==> src/design/lcc_pkg.sv <==
package lcc_pkg;

  localparam int KEY_W       = 48;
  localparam int HANDLE_IO_W = 16;
  localparam int SLOT_IO_W   = 4;
  localparam int CAP_W       = 5;
  localparam int CFG_IDX_W   = 1;

  localparam logic [9:0] STATUS_OK        = 10'd200;
  localparam logic [9:0] STATUS_NOT_FOUND = 10'd404;

  localparam logic [CAP_W-1:0] CAPACITY_RESET = 5'd16;

  localparam logic [CFG_IDX_W-1:0] CFG_CAPACITY    = 1'b0;
  localparam logic [CFG_IDX_W-1:0] CFG_SINGLE_MODE = 1'b1;

  typedef enum logic [1:0] {
    CMD_GET     = 2'd0,
    CMD_RELEASE = 2'd1,
    CMD_CLOSE   = 2'd2
  } cmd_e;

  localparam logic [2:0] OUT_MISS     = 3'd0;
  localparam logic [2:0] OUT_REUSED   = 3'd1;
  localparam logic [2:0] OUT_STORED   = 3'd2;
  localparam logic [2:0] OUT_EVICTED  = 3'd3;
  localparam logic [2:0] OUT_NOT_ELIG = 3'd4;
  localparam logic [2:0] OUT_FREED    = 3'd5;

endpackage

==> src/design/lcc_cell.sv <==
module lcc_cell import lcc_pkg::*; #(
  parameter int  INDEX       = 0,
  parameter int  SLOT_W      = 4,
  parameter int  HANDLE_BITS = 16,
  parameter int  CNT_W       = 5,
  parameter type job_t       = logic,
  parameter type scan_t      = logic,
  parameter type upd_t       = logic
) (
  input  logic  clk,
  input  logic  rst,
  input  job_t  job,
  input  upd_t  upd,
  input  scan_t scan_in,
  output scan_t scan_out
);

  localparam logic [SLOT_W-1:0] SELF     = SLOT_W'(INDEX);
  localparam logic [CNT_W-1:0]  SELF_CNT = CNT_W'(INDEX);

  logic                   valid;
  logic [SLOT_W-1:0]      age;
  logic [KEY_W-1:0]       key;
  logic [HANDLE_BITS-1:0] handle;

  logic                   valid_next;
  logic [SLOT_W-1:0]      age_next;
  logic                   in_cap;
  logic                   dropped;
  logic                   valid_kept;
  logic [SLOT_W-1:0]      age_kept;
  logic                   put_here;
  scan_t                  scan_next;

  assign in_cap = SELF_CNT < job.cap_used;

  always_comb begin
    scan_next = scan_in;
    case (job.cmd)
      CMD_GET: begin
        if (valid && (job.single || key == job.key) &&
            (!scan_in.hit || age < scan_in.hit_age)) begin
          scan_next.hit        = 1'b1;
          scan_next.hit_slot   = SELF;
          scan_next.hit_age    = age;
          scan_next.hit_handle = handle;
        end
      end
      CMD_RELEASE: begin
        if (in_cap) begin
          if (!valid && !scan_in.free_found) begin
            scan_next.free_found = 1'b1;
            scan_next.free_slot  = SELF;
          end
          if (!scan_in.ev_found || age > scan_in.ev_age) begin
            scan_next.ev_found  = 1'b1;
            scan_next.ev_slot   = SELF;
            scan_next.ev_age    = age;
            scan_next.ev_handle = handle;
          end
        end
      end
      CMD_CLOSE: begin
        if (valid && int'(job.close_slot) == INDEX) begin
          scan_next.hit        = 1'b1;
          scan_next.hit_slot   = SELF;
          scan_next.hit_age    = age;
          scan_next.hit_handle = handle;
        end
      end
      default: begin
      end
    endcase
  end

  always_ff @(posedge clk) begin
    if (rst) begin
      scan_out <= '0;
    end else begin
      scan_out <= scan_next;
    end
  end

  // drop first, then put as most recent
  always_comb begin
    dropped    = upd.drop && upd.drop_slot == SELF;
    put_here   = upd.put && upd.put_slot == SELF;
    valid_kept = valid && !dropped;
    if (dropped) begin
      age_kept = '0;
    end else if (valid && upd.drop && age > upd.drop_age) begin
      age_kept = age - 1'b1;
    end else begin
      age_kept = age;
    end
    valid_next = valid_kept;
    age_next   = age_kept;
    if (upd.put) begin
      if (put_here) begin
        valid_next = 1'b1;
        age_next   = '0;
      end else if (valid_kept) begin
        age_next = age_kept + 1'b1;
      end
    end
  end

  always_ff @(posedge clk) begin
    if (rst) begin
      valid <= 1'b0;
      age   <= '0;
    end else if (upd.en) begin
      valid <= valid_next;
      age   <= age_next;
    end
  end

  always_ff @(posedge clk) begin
    if (upd.en && put_here) begin
      key    <= upd.key;
      handle <= upd.handle;
    end
  end

endmodule

==> src/design/lru_connection_cache.sv <==
// A search token walks the cell chain one cell per cycle; s_tready is high only
// in ST_IDLE, so no new input is taken until the result is captured and, once
// the output is free, loaded while all cells update.
// A new input is taken while the previous result still waits on m_tready.
// Reset (rst, synchronous): pool empty, all ages zero, capacity 16,
// single_mode 0; keys and handles are written only on store.
module lru_connection_cache import lcc_pkg::*; #(
  parameter int POOL_DEPTH  = 16,
  parameter int HANDLE_BITS = 16
) (
  input  logic                 clk,
  input  logic                 rst,
  input  logic                 s_tvalid,
  output logic                 s_tready,
  // peer_key[47:0], conn_handle[63:48], has_conn[64], failed[65],
  // resp_status[75:66], hdr_done[76], body_empty[77], close_slot[81:78]
  input  logic [87:0]          s_tdata,
  // cmd[1:0]
  input  logic [1:0]           s_tuser,
  output logic                 m_tvalid,
  input  logic                 m_tready,
  // handle_out[15:0], slot_out[19:16]
  output logic [23:0]          m_tdata,
  // outcome[2:0]
  output logic [2:0]           m_tuser,
  input  logic                 cfg_we,
  input  logic [CFG_IDX_W-1:0] cfg_index,
  input  logic [CAP_W-1:0]     cfg_data
);

  localparam int SLOT_W = (POOL_DEPTH > 1) ? $clog2(POOL_DEPTH) : 1;
  localparam int CNT_W  = $clog2(POOL_DEPTH + 1);

  typedef struct packed {
    cmd_e                   cmd;
    logic                   single;
    logic [CNT_W-1:0]       cap_used;
    logic [KEY_W-1:0]       key;
    logic [SLOT_IO_W-1:0]   close_slot;
  } job_t;

  typedef struct packed {
    logic                   tok;
    logic                   hit;
    logic [SLOT_W-1:0]      hit_slot;
    logic [SLOT_W-1:0]      hit_age;
    logic [HANDLE_BITS-1:0] hit_handle;
    logic                   free_found;
    logic [SLOT_W-1:0]      free_slot;
    logic                   ev_found;
    logic [SLOT_W-1:0]      ev_slot;
    logic [SLOT_W-1:0]      ev_age;
    logic [HANDLE_BITS-1:0] ev_handle;
  } scan_t;

  typedef struct packed {
    logic                   en;
    logic                   drop;
    logic [SLOT_W-1:0]      drop_slot;
    logic [SLOT_W-1:0]      drop_age;
    logic                   put;
    logic [SLOT_W-1:0]      put_slot;
    logic [KEY_W-1:0]       key;
    logic [HANDLE_BITS-1:0] handle;
  } upd_t;

  typedef enum logic [2:0] {
    ST_IDLE = 3'b001,
    ST_SCAN = 3'b010,
    ST_DONE = 3'b100
  } state_t;

  state_t                 state;
  state_t                 state_next;
  logic [CAP_W-1:0]       capacity;
  logic                   single_mode;
  logic [CNT_W-1:0]       cap_used;
  job_t                   job;
  logic                   job_ok;
  logic [HANDLE_BITS-1:0] job_handle;
  logic                   start;
  scan_t                  scan_head;
  scan_t                  scan_bus [POOL_DEPTH];
  scan_t                  res;
  upd_t                   upd;
  logic                   in_xfer;
  logic                   out_free;
  logic                   in_ok;
  logic [9:0]             in_status;
  logic [2:0]             outcome;
  logic [HANDLE_IO_W-1:0] hout;
  logic [SLOT_IO_W-1:0]   sout;

  assign in_xfer   = s_tvalid && s_tready;
  assign s_tready  = state == ST_IDLE;
  assign out_free  = !m_tvalid || m_tready;
  assign in_status = s_tdata[75:66];
  assign in_ok     = !s_tdata[65] && s_tdata[64] &&
                     (in_status == STATUS_NOT_FOUND ||
                      (in_status == STATUS_OK && s_tdata[76] && s_tdata[77]));
  assign cap_used  = (int'(capacity) > POOL_DEPTH) ? CNT_W'(POOL_DEPTH)
                                                   : CNT_W'(capacity);

  always_ff @(posedge clk) begin
    if (rst) begin
      capacity    <= CAPACITY_RESET;
      single_mode <= 1'b0;
    end else if (cfg_we) begin
      case (cfg_index)
        CFG_CAPACITY:    capacity    <= cfg_data;
        CFG_SINGLE_MODE: single_mode <= cfg_data[0];
        default: begin
        end
      endcase
    end
  end

  always_ff @(posedge clk) begin
    if (in_xfer) begin
      job.cmd        <= cmd_e'(s_tuser);
      job.single     <= single_mode;
      job.cap_used   <= cap_used;
      job.key        <= s_tdata[47:0];
      job.close_slot <= s_tdata[81:78];
      job_ok         <= in_ok;
      job_handle     <= HANDLE_BITS'(s_tdata[63:48]);
    end
  end

  always_comb begin
    scan_head     = '0;
    scan_head.tok = start;
  end

  genvar gi;
  generate
    for (gi = 0; gi < POOL_DEPTH; gi++) begin : g_cell
      lcc_cell #(
        .INDEX       (gi),
        .SLOT_W      (SLOT_W),
        .HANDLE_BITS (HANDLE_BITS),
        .CNT_W       (CNT_W),
        .job_t       (job_t),
        .scan_t      (scan_t),
        .upd_t       (upd_t)
      ) u_cell (
        .clk      (clk),
        .rst      (rst),
        .job      (job),
        .upd      (upd),
        .scan_in  ((gi == 0) ? scan_head : scan_bus[(gi == 0) ? 0 : gi - 1]),
        .scan_out (scan_bus[gi])
      );
    end
  endgenerate

  always_comb begin
    state_next = state;
    case (state)
      ST_IDLE: if (in_xfer) state_next = ST_SCAN;
      ST_SCAN: if (scan_bus[POOL_DEPTH-1].tok) state_next = ST_DONE;
      ST_DONE: if (out_free) state_next = ST_IDLE;
      default: state_next = ST_IDLE;
    endcase
  end

  always_ff @(posedge clk) begin
    if (rst) begin
      state <= ST_IDLE;
      start <= 1'b0;
    end else begin
      state <= state_next;
      start <= in_xfer;
    end
  end

  always_ff @(posedge clk) begin
    if (state == ST_SCAN && scan_bus[POOL_DEPTH-1].tok) begin
      res <= scan_bus[POOL_DEPTH-1];
    end
  end

  always_comb begin
    outcome    = OUT_MISS;
    hout       = '0;
    sout       = '0;
    upd        = '0;
    upd.en     = state == ST_DONE && out_free;
    upd.key    = job.key;
    upd.handle = job_handle;
    case (job.cmd)
      CMD_GET: begin
        if (res.hit) begin
          outcome       = OUT_REUSED;
          hout          = HANDLE_IO_W'(res.hit_handle);
          sout          = SLOT_IO_W'(res.hit_slot);
          upd.drop      = 1'b1;
          upd.drop_slot = res.hit_slot;
          upd.drop_age  = res.hit_age;
        end
      end
      CMD_RELEASE: begin
        if (!job_ok || job.cap_used == '0) begin
          outcome = OUT_NOT_ELIG;
        end else if (res.free_found) begin
          outcome      = OUT_STORED;
          sout         = SLOT_IO_W'(res.free_slot);
          upd.put      = 1'b1;
          upd.put_slot = res.free_slot;
        end else begin
          outcome       = OUT_EVICTED;
          hout          = HANDLE_IO_W'(res.ev_handle);
          sout          = SLOT_IO_W'(res.ev_slot);
          upd.drop      = 1'b1;
          upd.drop_slot = res.ev_slot;
          upd.drop_age  = res.ev_age;
          upd.put       = 1'b1;
          upd.put_slot  = res.ev_slot;
        end
      end
      CMD_CLOSE: begin
        sout = job.close_slot;
        if (res.hit) begin
          outcome       = OUT_FREED;
          hout          = HANDLE_IO_W'(res.hit_handle);
          upd.drop      = 1'b1;
          upd.drop_slot = res.hit_slot;
          upd.drop_age  = res.hit_age;
        end
      end
      default: begin
      end
    endcase
  end

  always_ff @(posedge clk) begin
    if (rst) begin
      m_tvalid <= 1'b0;
    end else if (upd.en) begin
      m_tvalid <= 1'b1;
    end else if (m_tready) begin
      m_tvalid <= 1'b0;
    end
  end

  always_ff @(posedge clk) begin
    if (upd.en) begin
      m_tdata <= {4'b0, sout, hout};
      m_tuser <= outcome;
    end
  end

  a_tok_in_scan: assert property (@(posedge clk) disable iff (rst)
    scan_bus[POOL_DEPTH-1].tok |-> state == ST_SCAN)
    else $error("search token left the chain outside of a scan");

  a_accept_starts_scan: assert property (@(posedge clk) disable iff (rst)
    s_tvalid && s_tready |=> state == ST_SCAN && start)
    else $error("input transfer did not start a scan");

  a_evict_same_slot: assert property (@(posedge clk) disable iff (rst)
    upd.en && upd.drop && upd.put |-> upd.put_slot == upd.drop_slot)
    else $error("eviction stores into a slot other than the evicted one");

  a_update_loads_result: assert property (@(posedge clk) disable iff (rst)
    upd.en |=> m_tvalid && state == ST_IDLE)
    else $error("pool update without a result loaded");

endmodule
==> config.mk <==
export PLATFORM = sky130hd
export DESIGN_NAME = lru_connection_cache
export DESIGN_NICKNAME = d
export VERILOG_FILES = /design/src/design/lcc_pkg.sv /design/src/design/lcc_cell.sv /design/src/design/lru_connection_cache.sv
export SDC_FILE = /design/constraint.sdc
export NUM_CORES = 2
export LEC_CHECK = 0
export BUFFER_PORTS_ARGS = -buffer_cell sky130_fd_sc_hd__buf_2
export CAP_MARGIN = 5
export CORE_MARGIN = 4
export CORE_UTILIZATION = 50
export CTS_CLUSTER_SIZE = 10
export DETAILED_ROUTE_END_ITERATION = 8
export PLACE_DENSITY = 0.66
export SLEW_MARGIN = 20
export SYNTH_ARGS = -nofsm -noshare
export SYNTH_HDL_FRONTEND = slang
export SYNTH_SLANG_ARGS = --single-unit
==> constraint.sdc <==
create_clock -name clk -period 11.28 [get_ports clk]
set_input_delay 2.256 -clock clk [delete_from_list [all_inputs] [get_ports clk]]
set_output_delay 2.256 -clock clk [all_outputs]
set_load 0.05 [all_outputs]
==> metrics.cfg <==
[outcome]
status = finished clean

[cts]
cts_buffer_depth = 3
cts_sinks = 2119
cts_resized = 0
cts-root-buf = clkbuf_16
cts-buffers-inserted = 232
insertion_delay_ns = 0.85
cts_tree = built
htree_levels = 4
clk_pin_slew_ns = 0.06
post-cts-setup-buffers = 0
hold_buffers = 0

[yosys]
synth_common_cells = edfxtp_1 (1,178), dfxtp_1 (941), nor2_1 (817), mux2i_1 (516), xor2_1 (455)
synth_cells = 7196
synth_area_leaders = edfxtp_1 (40%), dfxtp_1 (21%), mux2i_1 (5.8%), xor2_1 (4.5%), xnor2_1 (3.7%)
synth_warnings = 0
synth-seq-cells = 2119
yosys.area.top_type = edfxtp_1
yosysUniqueCellTypes = 83
syn_area_per_cell_um2 = 12.29
syn_area_um2 = 88470
async_flop_share_pct = 0
synth_most_common_cell = edfxtp_1
synth_ff_type = edfxtp_1
synth_edf_count = 1178
ys_seq_area_share_pct = 61.28
synth_top_area_share_pct = 39.98

[critical_path]
cp_max_fo = 20
crit_chain = nand4bb_1 -> a21oi_2 -> buf_4 -> a22oi_1 -> buf_4 -> ha_1 -> nor2b_1 -> o21a_1 -> o21a_1 -> o2111ai_1 -> mux2_2 -> nor2_1 -> ha_1 -> nand3_1 -> xor2_1 -> xnor2_1 -> a22oi_1 -> nor2_1
path_class = reg2reg
crit_arrival_ns = 5.91
crit_buf_inv = 2
crit_required_ns = 11.96
r2r_slack_ns = 6.06
cp_slowest_cell = edfxtp_1
critical-path-top-delay-family = compound AO/OA/AOI/OAI gates
startpoint_type = flip-flop
cp-end-kind = flip-flop
critPathMaxStageDelay_ns = 0.84

[power]
switching_share_pct = 22.55
leakagePower_nw = 34.66
p_switching_mw = 3.622
p_per_area_nw_per_um2 = 162.9
pwr-share-clk_pct = 42.1
p_total_mw = 16.06
p_seq_share_pct = 52.2
power_frac_comb_pct = 5.7
peakVddDrop_mv = 0.1397
p_int_mw = 12.44

[detailed_routing]
drc = 0
drtIter0Drc = 5485
viasPerCell = 5.878
finalWirelength_um = 234200
wl_per_cell_um = 23.93
drtPass1Iterations = 7
ant_nets = 0
num_vias = 57530

[timing]
fmax_mhz = 191.5
rsz0062_at_grt = no
final.setup.tns_ns = 0
tightestPinTransition_ns = 1.161
post-route-period-util_pct = 46.29
finalMaxSlewViolations = 0
clock_skew_ns = 0.05361
period_needed_ns = 5.221
finalSetupViolCount = 0
slew-limit-headroom_pct = 21.98
setup_slack_ns = 6.059
hold_viol = 0

[placement]
dpl_cell_area_um2 = 91930
gp_congestion = 0.8833
io_buffers = 119
place_hpwl_um = 148200
preCtsSetupSlack_ns = 5.865

[floorplan]
core_area_um2 = 176100
std_cell_rows = 154
ios = 130
die_height_um = 428.6
die_width_um = 428.6
initial_core_util_pct = 50.23
die_area_um2 = 183700

[global_route]
grt_usage_pct = 24.94
antenna_found_initial = 10
grt_max_degree = 185
grt.overflow.total = 0
grt_pass1_vias = 57230
grt_pass1_wl_um = 352400

[flow_run]
maxCapViolCount = 0

[layout]
final_core_util_pct = 55.98
nets = 7600
design_area_um2 = 98600
areaGrowthSynthToFinish_pct = 11.45
drive_gt1_share_pct = 10.25

[worst_hold_path]
hp-class = reg2reg

-- worst register-to-register path, stage by stage (launching register included) --
cell and delay (ns):
edfxtp_1 0.84, nand4bb_1 0.24, a21oi_2 0.31, buf_4 0.42, a22oi_1 0.12, buf_4 0.29
ha_1 0.38, nor2b_1 0.14, o21a_1 0.17, o21a_1 0.16, o2111ai_1 0.58, mux2_2 0.42
nor2_1 0.18, ha_1 0.20, nand3_1 0.09, xor2_1 0.19, xnor2_1 0.16, a22oi_1 0.15
nor2_1 0.05
-- power groups by stage --
stage,Sequential (mW),Clock [mW],Combinational (mW)
final,8.39,6.76,0.912
after global routing,8.40,7.20,0.982
after CTS,8.39,6.87,0.913
after detailed placement,8.55,0,0.908
after global placement,8.55,0,0.886
after floorplan,8.52,0,0.573
-- sequential cells by signal, indices dropped and copies added, names as in the netlist --
| name | cells |
|---|---|
| job_ok | 1 |
| job | 60 |
| m_tdata | 20 |
| m_tuser | 3 |
| g_cell.u_cell.valid | 16 |
| single_mode | 1 |
| start | 1 |
| g_cell.u_cell.handle | 256 |
| state | 3 |
| m_tvalid | 1 |
| res | 54 |
| g_cell.u_cell.scan_out | 850 |
| job_handle | 16 |
| capacity | 5 |
| g_cell.u_cell.age | 64 |
| g_cell.u_cell.key | 768 |
-- area by class of cell --
| cell class | instances | area [um2] |
|---|---|---|
| sequential | 2119 | 54210 |
| clock buffer | 369 | 6424 |
| clock inverter | 12 | 195.2 |
| tap | 2340 | 2928 |
| timing repair buffer | 311 | 2138 |
| multi-input combinational | 4430 | 31930 |
| inverter | 204 | 765.7 |
| antenna | 1 | 2.502 |
| fill | 14490 | 77520 |
-- metrics by stage --
| stage | instances | hold WS (ns) |
|---|---|---|
| finish | 9786 | 0.3901 |
| global route | 9785 | 0.3961 |
| CTS | 9783 | 0.3944 |
| detailed placement | 9402 | 0.3887 |
| global placement | 9397 | 0.3866 |
| floorplan | 7199 | 0.3855 |
-- cell families after synthesis --
logic type                 synth area share [%]
DFF                                       61.28
and+or+nand+nor                           9.453
AOI/OAI and AO/OA                         7.930
xor gates and xnor gates                  8.227
buffers and inverters                     2.976
muxes                                     7.289
adders and majority gates                 2.843
other                                  0.004239
-- cell usage in the layout (no fill, tap or decap), types with 59 or more instances in the layout --
cell / n
xor2_1: 455
clkbuf_1: 130
and2_1: 74
a21oi_1: 259
ha_1: 201
nand3_1: 59
inv_1: 193
nand2_1: 195
edfxtp_1: 1178
buf_4: 183
dfxtp_1: 941
clkbuf_16: 235
xnor2_1: 376
o21ai_0: 234
nor2b_1: 73
nor2_1: 809
a222oi_1: 102
nand4_1: 133
a221oi_1: 102
nor4_1: 138
mux2_2: 114
mux2i_1: 516
buf_2: 120
-- routing by layer --
layer	GRT usage, %	share of wire, %	wire (um)
met1	32.42	42	98600
met2	42.90	49	114200
met3	3.298	5.5	12840
met4	8.789	3.6	8529
met5	0	0	0
-- worst paths after layout --
kind,startpoint,end,depth (start not counted)
setup / recovery,job[58],g_cell[7].u_cell.age[2],18
hold / removal,g_cell[15].u_cell.scan_out[3],res[3],0
setup reg to reg,job[58],g_cell[7].u_cell.age[2],18
hold reg to reg,g_cell[15].u_cell.scan_out[3],res[3],0
Note: power is estimated with default switching activity, not from simulation.
